$ cat config.mk
export PLATFORM = sky130hd
export DESIGN_NAME = slid_ctrl
export DESIGN_NICKNAME = d
export VERILOG_FILES = /design/src/rtl/slid_pkg.sv /design/src/rtl/slid_ctrl.sv
export SDC_FILE = /design/constraint.sdc
export NUM_CORES = 1
export LEC_CHECK = 0
export ABC_AREA = 1
export ABC_CLOCK_PERIOD_IN_PS = 1550
export BUFFER_PORTS_ARGS = -buffer_cell sky130_fd_sc_hd__buf_2
export CAP_MARGIN = 10
export CORE_UTILIZATION = 50
export DETAILED_ROUTE_END_ITERATION = 8
export PLACE_DENSITY = 0.79
export SYNTH_ARGS = -nofsm -noshare
export SYNTH_HDL_FRONTEND = slang
export SYNTH_SLANG_ARGS = --single-unit
$ cat constraint.sdc
create_clock -name clk -period 1.55 [get_ports clk]
set_input_delay 0.155 -clock clk [delete_from_list [all_inputs] [get_ports clk]]
set_output_delay 0.155 -clock clk [all_outputs]
set_load 0.005 [all_outputs]
$ cat src/rtl/slid_pkg.sv
// Shared types, constants and control/status structs for the sorted list core.
package slid_pkg;

    // Table geometry
    localparam int CAPACITY = 128;
    localparam int IDX_W    = $clog2(CAPACITY);
    localparam int LINK_W   = $clog2(CAPACITY + 1);
    localparam int ID_W     = 31;
    localparam int GRADE_W  = 16;
    localparam int COUNT_W  = 8;

    // Null link: one past the last slot
    localparam logic [LINK_W-1:0] NIL_LINK = LINK_W'(CAPACITY);

    // Result status codes
    typedef enum logic [1:0] {
        ST_OK        = 2'd0,
        ST_FULL      = 2'd1,
        ST_DUP       = 2'd2,
        ST_NOT_FOUND = 2'd3
    } status_t;

    // Input item
    typedef struct packed {
        logic               mode;
        logic [ID_W-1:0]    student_id;
        logic [GRADE_W-1:0] grade;
    } in_item_t;

    // Result item
    typedef struct packed {
        logic [1:0]         status;
        logic [COUNT_W-1:0] entry_count;
        logic               head_valid;
        logic [ID_W-1:0]    head_id;
        logic [GRADE_W-1:0] head_grade;
    } out_item_t;

    // Table read address source
    typedef enum logic [1:0] {
        RA_SCAN = 2'd0,
        RA_HEAD = 2'd1,
        RA_LINK = 2'd2
    } rd_sel_t;

    // Link table writes
    typedef enum logic [2:0] {
        LW_NONE      = 3'd0,
        LW_FREE_HEAD = 3'd1,
        LW_FREE_NXT  = 3'd2,
        LW_CUR_FREE  = 3'd3,
        LW_PREV_NEXT = 3'd4
    } link_wr_t;

    // Head pointer updates
    typedef enum logic [1:0] {
        HW_NONE = 2'd0,
        HW_FREE = 2'd1,
        HW_LINK = 2'd2
    } head_wr_t;

    // List walk pointer updates
    typedef enum logic [2:0] {
        WK_NONE      = 3'd0,
        WK_INS_START = 3'd1,
        WK_INS_STEP  = 3'd2,
        WK_DEL_START = 3'd3,
        WK_DEL_STEP  = 3'd4
    } walk_op_t;

    // Controller to datapath
    typedef struct packed {
        logic     accept;
        rd_sel_t  rd_sel;
        logic     scan_run;
        logic     wr_entry;
        link_wr_t link_wr;
        head_wr_t head_wr;
        walk_op_t walk_op;
        logic     del_entry;
        logic     status_wr;
        status_t  status;
        logic     out_load;
    } ctl_cmd_t;

    // Datapath to controller
    typedef struct packed {
        logic mode_del;
        logic full;
        logic head_null;
        logic count_zero;
        logic dup_hit;
        logic scan_done;
        logic link_null;
        logic new_gt;
        logic rd_le;
        logic id_eq;
        logic prev_null;
        logic out_busy;
    } dp_stat_t;

endpackage

$ cat src/rtl/slid_ctrl.sv
// Controller state machine for the sorted list core.
module slid_ctrl
(
    input  logic              clk,
    input  logic              rst_n,
    input  logic              in_valid,
    output logic              in_stall,
    input  slid_pkg::dp_stat_t stat,
    output slid_pkg::ctl_cmd_t cmd
);

    typedef enum logic [10:0] {
        S_IDLE   = 11'b000_0000_0001,
        S_START  = 11'b000_0000_0010,
        S_SCAN   = 11'b000_0000_0100,
        S_IWRITE = 11'b000_0000_1000,
        S_IHCMP  = 11'b000_0001_0000,
        S_IWALK  = 11'b000_0010_0000,
        S_ILINK1 = 11'b000_0100_0000,
        S_ILINK2 = 11'b000_1000_0000,
        S_DCMP   = 11'b001_0000_0000,
        S_FREAD  = 11'b010_0000_0000,
        S_FOUT   = 11'b100_0000_0000
    } state_t;

    state_t state_reg;
    state_t state_next;

    assign in_stall = (state_reg != S_IDLE);

    // Next state and datapath commands
    always_comb
    begin
        cmd           = '0;
        cmd.rd_sel    = slid_pkg::RA_HEAD;
        cmd.link_wr   = slid_pkg::LW_NONE;
        cmd.head_wr   = slid_pkg::HW_NONE;
        cmd.walk_op   = slid_pkg::WK_NONE;
        cmd.status    = slid_pkg::ST_OK;
        state_next    = state_reg;
        unique case (state_reg)
            S_IDLE:
            begin
                if (in_valid)
                begin
                    cmd.accept    = 1'b1;
                    cmd.status_wr = 1'b1;
                    state_next    = S_START;
                end
            end
            S_START:
            begin
                if (stat.mode_del)
                begin
                    if (stat.head_null)
                    begin
                        cmd.status_wr = 1'b1;
                        cmd.status    = slid_pkg::ST_NOT_FOUND;
                        state_next    = S_FREAD;
                    end
                    else
                    begin
                        cmd.walk_op = slid_pkg::WK_DEL_START;
                        state_next  = S_DCMP;
                    end
                end
                else if (stat.full)
                begin
                    cmd.status_wr = 1'b1;
                    cmd.status    = slid_pkg::ST_FULL;
                    state_next    = S_FREAD;
                end
                else
                begin
                    cmd.scan_run = 1'b1;
                    cmd.rd_sel   = slid_pkg::RA_SCAN;
                    state_next   = S_SCAN;
                end
            end
            S_SCAN:
            begin
                cmd.scan_run = 1'b1;
                cmd.rd_sel   = slid_pkg::RA_SCAN;
                if (stat.dup_hit)
                begin
                    cmd.status_wr = 1'b1;
                    cmd.status    = slid_pkg::ST_DUP;
                    state_next    = S_FREAD;
                end
                else if (stat.scan_done)
                begin
                    state_next = S_IWRITE;
                end
            end
            S_IWRITE:
            begin
                cmd.wr_entry = 1'b1;
                if (stat.head_null)
                begin
                    cmd.link_wr = slid_pkg::LW_FREE_HEAD;
                    cmd.head_wr = slid_pkg::HW_FREE;
                    state_next  = S_FREAD;
                end
                else
                begin
                    state_next = S_IHCMP;
                end
            end
            S_IHCMP:
            begin
                if (stat.new_gt)
                begin
                    cmd.link_wr = slid_pkg::LW_FREE_HEAD;
                    cmd.head_wr = slid_pkg::HW_FREE;
                    state_next  = S_FREAD;
                end
                else
                begin
                    cmd.walk_op = slid_pkg::WK_INS_START;
                    if (stat.link_null)
                    begin
                        state_next = S_ILINK1;
                    end
                    else
                    begin
                        cmd.rd_sel = slid_pkg::RA_LINK;
                        state_next = S_IWALK;
                    end
                end
            end
            S_IWALK:
            begin
                if (stat.rd_le)
                begin
                    state_next = S_ILINK1;
                end
                else
                begin
                    cmd.walk_op = slid_pkg::WK_INS_STEP;
                    if (stat.link_null)
                    begin
                        state_next = S_ILINK1;
                    end
                    else
                    begin
                        cmd.rd_sel = slid_pkg::RA_LINK;
                    end
                end
            end
            S_ILINK1:
            begin
                cmd.link_wr = slid_pkg::LW_FREE_NXT;
                state_next  = S_ILINK2;
            end
            S_ILINK2:
            begin
                cmd.link_wr = slid_pkg::LW_CUR_FREE;
                state_next  = S_FREAD;
            end
            S_DCMP:
            begin
                if (stat.id_eq)
                begin
                    cmd.del_entry = 1'b1;
                    if (stat.prev_null)
                    begin
                        cmd.head_wr = slid_pkg::HW_LINK;
                    end
                    else
                    begin
                        cmd.link_wr = slid_pkg::LW_PREV_NEXT;
                    end
                    state_next = S_FREAD;
                end
                else
                begin
                    cmd.walk_op = slid_pkg::WK_DEL_STEP;
                    if (stat.link_null)
                    begin
                        cmd.status_wr = 1'b1;
                        cmd.status    = slid_pkg::ST_NOT_FOUND;
                        state_next    = S_FREAD;
                    end
                    else
                    begin
                        cmd.rd_sel = slid_pkg::RA_LINK;
                    end
                end
            end
            S_FREAD:
            begin
                state_next = S_FOUT;
            end
            S_FOUT:
            begin
                if (!stat.out_busy)
                begin
                    cmd.out_load = 1'b1;
                    state_next   = S_IDLE;
                end
            end
            default:
            begin
                state_next = S_IDLE;
            end
        endcase
    end

    // State register
    always_ff @(posedge clk or negedge rst_n)
    begin
        if (!rst_n)
        begin
            state_reg <= S_IDLE;
        end
        else
        begin
            state_reg <= state_next;
        end
    end

endmodule

# == After elaboration in Yosys (flattened, before gate mapping) ==
# Index checks and enable logic that the tools add are counted.
# classes
order_cmp,0
n_reduce_logical,1
multipliers,0
eq_ne,17
add_sub_neg,0
muxes,51
n_bitwise,0
n_div,0
n_shift,0
# op_table
op,count
one-hot mux 11 bit (11 select lines),1
2-to-1 mux 11 bit,10
2-to-1 mux 10 bit,3
2-to-1 mux 3 bit,10
2-to-1 mux 2 bit,10
one-hot mux 3 bit (5 select lines),1
one-hot mux 2 bit (3 select lines),2
one-hot mux 3 bit (4 select lines),1
"== test 11 x 1 -> 1 bit, second input constant",1
"== test 11 x 10 -> 1 bit, second input constant",1
"== test 11 bit, second input constant",1
"== test 11 x 2 -> 1 bit, second input constant",1
"== test 11 x 3 -> 1 bit, second input constant",1
"== test 11 x 4 -> 1 bit, second input constant",1
"== test 11 x 5 -> 1 bit, second input constant",1
"== test 11 x 6 -> 1 bit, second input constant",1
"== test 11 x 7 -> 1 bit, second input constant",1
"== test 11 x 8 -> 1 bit, second input constant",1
"== test 11 x 9 -> 1 bit, second input constant",1
"!= test 11 x 1 -> 1 bit, second input constant",1
one-hot mux 2 bit (5 select lines),1
"!= test 3 bit, second input constant",3
2-to-1 mux 1 bit,8
2-to-1 mux 7 bit,1
5 further kinds,6
# word_totals
mem_bits_rw,0
latch_bits,0
output_inout_bits,19
register_bits,11
n_memories,0
rom_bits,0

# == Logic depth before layout (Yosys ltp) ==
# logic_depth
word_depth,3
depth_mapped,10
ltp_nobuf,10

# == Least setup slack after synthesis ==
# Ideal clock, no wire load.
# synth_timing
path_type,register to output
startpoint,register state_reg[8]
endpoint,output port cmd[2] (netlist bit)
path_stages_with_launch,6
path_slack_ps,158
t_required_ps,1395
n_path_buf,0
arrival_time_ps,1237
path_cell_list,dfrtp_1 -> nor2_2 -> nand2_4 -> nor2_8 -> nand2_4 -> o311ai_0
# synth_rtl
element,line_no,source
"start, declared",slid_ctrl.sv:26,state_t state_reg;
"start signal, assigned",slid_ctrl.sv:218,state_reg <= state_next;
"end, declared",slid_ctrl.sv:9,output slid_pkg::ctl_cmd_t cmd

==> qor.yml <==
place:
  dpl.hpwl_mm: 2.26
  port-buffer-count: 32
  pre_cts_ws_ps: -38.1
  gp_routability_congestion: 0.907
cells_and_area:
  largest_reg_flops: 11
  multi_input_area_um2: 872
  drive_above_1_share_pct: 60.5
  syn_to_final_growth_pct: 68.7
  num_antenna_cells: 0
  nets: 236
  nFillCells: 99
  ff_latch_area_um2: 277
run:
  drv_cap: 0
worst_setup_path:
  crit_path_max_fanout: 4
  start_kind: "flip-flop"
  criticalPathCategory: "reg2out"
  arrival_ps: 1810
  crit_buf_inv: 2
  crit_path_start: "state_reg[6]"
  cp_slowest_cell: "dfrtp_1"
  worstSetupEndpointType: "output port"
  cpPeakStageDelay_ps: 440
  crit_family: "simple AND/OR/NAND/NOR gates"
  cp_common_cell: "nor2_1"
  required_ps: 1390
  cp_cell_sequence: "nor2_4 > inv_1 > nor2_1 > nand2_2 > o22ai_2 > nor2_1 > o21ai_1 > buf_2"
  r2r_start: "state_reg[5]"
logic_synthesis:
  yosysMostFrequentCell: "nand2_1"
  syn_area_um2: 1050
  yosys.area.top_type: "dfrtp_1"
  synth.area.top_cells: "dfrtp_1 24%, nand2_1 13%, inv_1 8.2%"
  yosysSeqAreaShare_pct: 26.3
  syn-num-nets: 169
  yosysUniqueCellTypes: 26
  yosysTopAreaCellShare_pct: 23.8
  synth_ff_type: "dfrtp_1"
  yosys_warnings: 0
  synthArstFlopShare_pct: 100
  postSynthAreaPerCell_um2: 6.82
  synth_cells: 154
  ys_ff_latch: 11
  synth_common_cells: "36 x nand2_1, 23 x inv_1, 23 x nor2_1, 10 x dfrtp_1, 8 x nor2_2"
  synth_edf_count: 0
die:
  dieArea_um2: 2290
  coreArea_um2: 1960
  fp.dieH_um: 47.8
  rows: 16
  pin_count: 34
  start_util_pct: 53.6
  die_w_um: 47.8
drt:
  vias_per_cell: 5.65
  routed_wl_mm: 4.16
  drtAntennaViolNets: 0
  first_iter_violations: 58
  drt_pass1_iterations: 4
  vias: 1395
  drc: 0
  wl_per_cell_um: 16.8
sta:
  finalCritPeriodShare_pct: 127
  setup_viol: 25
  rsz0062_at_grt: "true"
  clock_skew_ps: 4.46
  finalHoldViolCount: 0
  fin_crit_ps: 1960
  worst_pin_slew_ps: 431
  drv_slew: 0
  slew_headroom_pct: 71.0
  fin_ws_ps: -413
  max_freq_mhz: 509
grt:
  use_met2_pct: 50.5
  grt_pass1_vias: 1084
  grt_usage_pct: 29.0
  antenna_found_initial: 0
  grt_overflow: 0
  busiest_layer: "met2"
  grt_max_degree: 12
  met1_usage_pct: 35.9
  grt_use_met3_pct: 3.40
  grt_pass1_wl_mm: 4.55
pwr:
  total_power_w: 0.00214
  share_comb_of_total_power_pct: 72.1
  power.density_nw_per_um2: 1210
  peakVddDrop_v: 0.000949
  p_leak_nw: 1.01
  power.share.switching_pct: 44.8
  pwr-share-seq_pct: 18.0
  power.internal_w: 0.00118
  switchingPower_w: 0.000959
  clkPwrFrac_pct: 9.9
cts:
  cts.path.max_buffers: 2
  clk_pin_slew_worst_paths_ps: 80
  clockRootBuffer: "clkbuf_4"
  clk_latency_ps: 280
  cts.sinks: 11
  cts_buffers: 3
  cts_tree: "built"
  cts-htree-levels: 1
hold_path:
  hold_path.class: "in2reg"
  min_from: "stat[9]"
status:
  violations: "negative setup slack"
  status: "finished, violations left"
[path summary, 6_finish.rpt]
check,slack [ps],cells past startpoint,end
setup / recovery,-410,8,cmd[15]
hold / removal,70,2,state_reg[4]
setup reg to reg,-270,12,state_reg[3]
hold reg to reg,670,3,state_reg[10]
max in group asynchronous,990,2,state_reg[0]
min in group asynchronous,290,2,state_reg[8]
[timing repair]
action	4_1_cts	5_1_grt
resized for setup	20	49
pin swaps	11	13
hold endpoints to repair	10	0
setup endpoints to repair	22	24
buffers inserted	9	12
hold buffers	1	0
[kinds of logic after synthesis]
family          after synthesis  synth area share [%]
compound gates               12                  8.57
buf+inv                      27                  9.64
flops                        11                  26.3
simple gates                104                  55.5
[placed cells by master (no fill, tap or decap), types with 3 or more instances in the layout]
cell / n
buf_2: 30
nand2_1: 24
inv_1: 22
buf_4: 17
buf_6: 12
nor2_2: 11
nor2_4: 11
nor2_1: 11
nand2_2: 11
nand2_4: 10
dfrtp_1: 10
nand3_1: 6
inv_2: 5
nor3_1: 3
nand3_2: 3
o21ai_1: 3
nor3_2: 3
clkbuf_4: 3
[per-stage QoR]
step / hold slack, ps / instances / setup TNS [ps] / area, um^2 / utilization (%)
3_5_place_dp: 44.3 / 221 / -98.5 / 1320 / 67.2
5_1_grt: 89.0 / 247 / -6880 / 1770 / 90.4
6_report: 68.7 / 247 / -5530 / 1770 / 90.4
3_3_place_gp: 36.9 / 221 / 0 / 1320 / 67.2
4_1_cts: 82.7 / 235 / -3180 / 1480 / 75.3
2_1_floorplan: -141 / 154 / 0 / 1050 / -
[per-layer routing]
layer / vias up / wire (um)
li1: 620 / -
met1: 658 / 1630
met2: 94 / 2070
met3: 23 / 316
met4: 0 / 144
met5: - / 0
[final cells by class]
| class | count | share of cell area, % |
|---|---|---|
| Clock buffer | 4 | 1.48 |
| Inverter | 27 | 5.72 |
| Multi-Input combinational cell | 116 | 49.2 |
| Sequential cell | 11 | 15.6 |
| Tap cell | 27 | 1.91 |
| Timing Repair Buffer | 62 | 26.1 |
[power by group through the flow]
stage                     Clock (W)  Combinational, W  Sequential [W]
after floorplan                   0          0.000572        0.000365
after CTS                  0.000205          0.000938        0.000367
after global routing       0.000222           0.00162        0.000389
final                      0.000213           0.00154        0.000385
after detailed placement          0          0.000835        0.000372
after global placement            0          0.000813        0.000366
No activity file was read; power rests on OpenSTA's default activity.
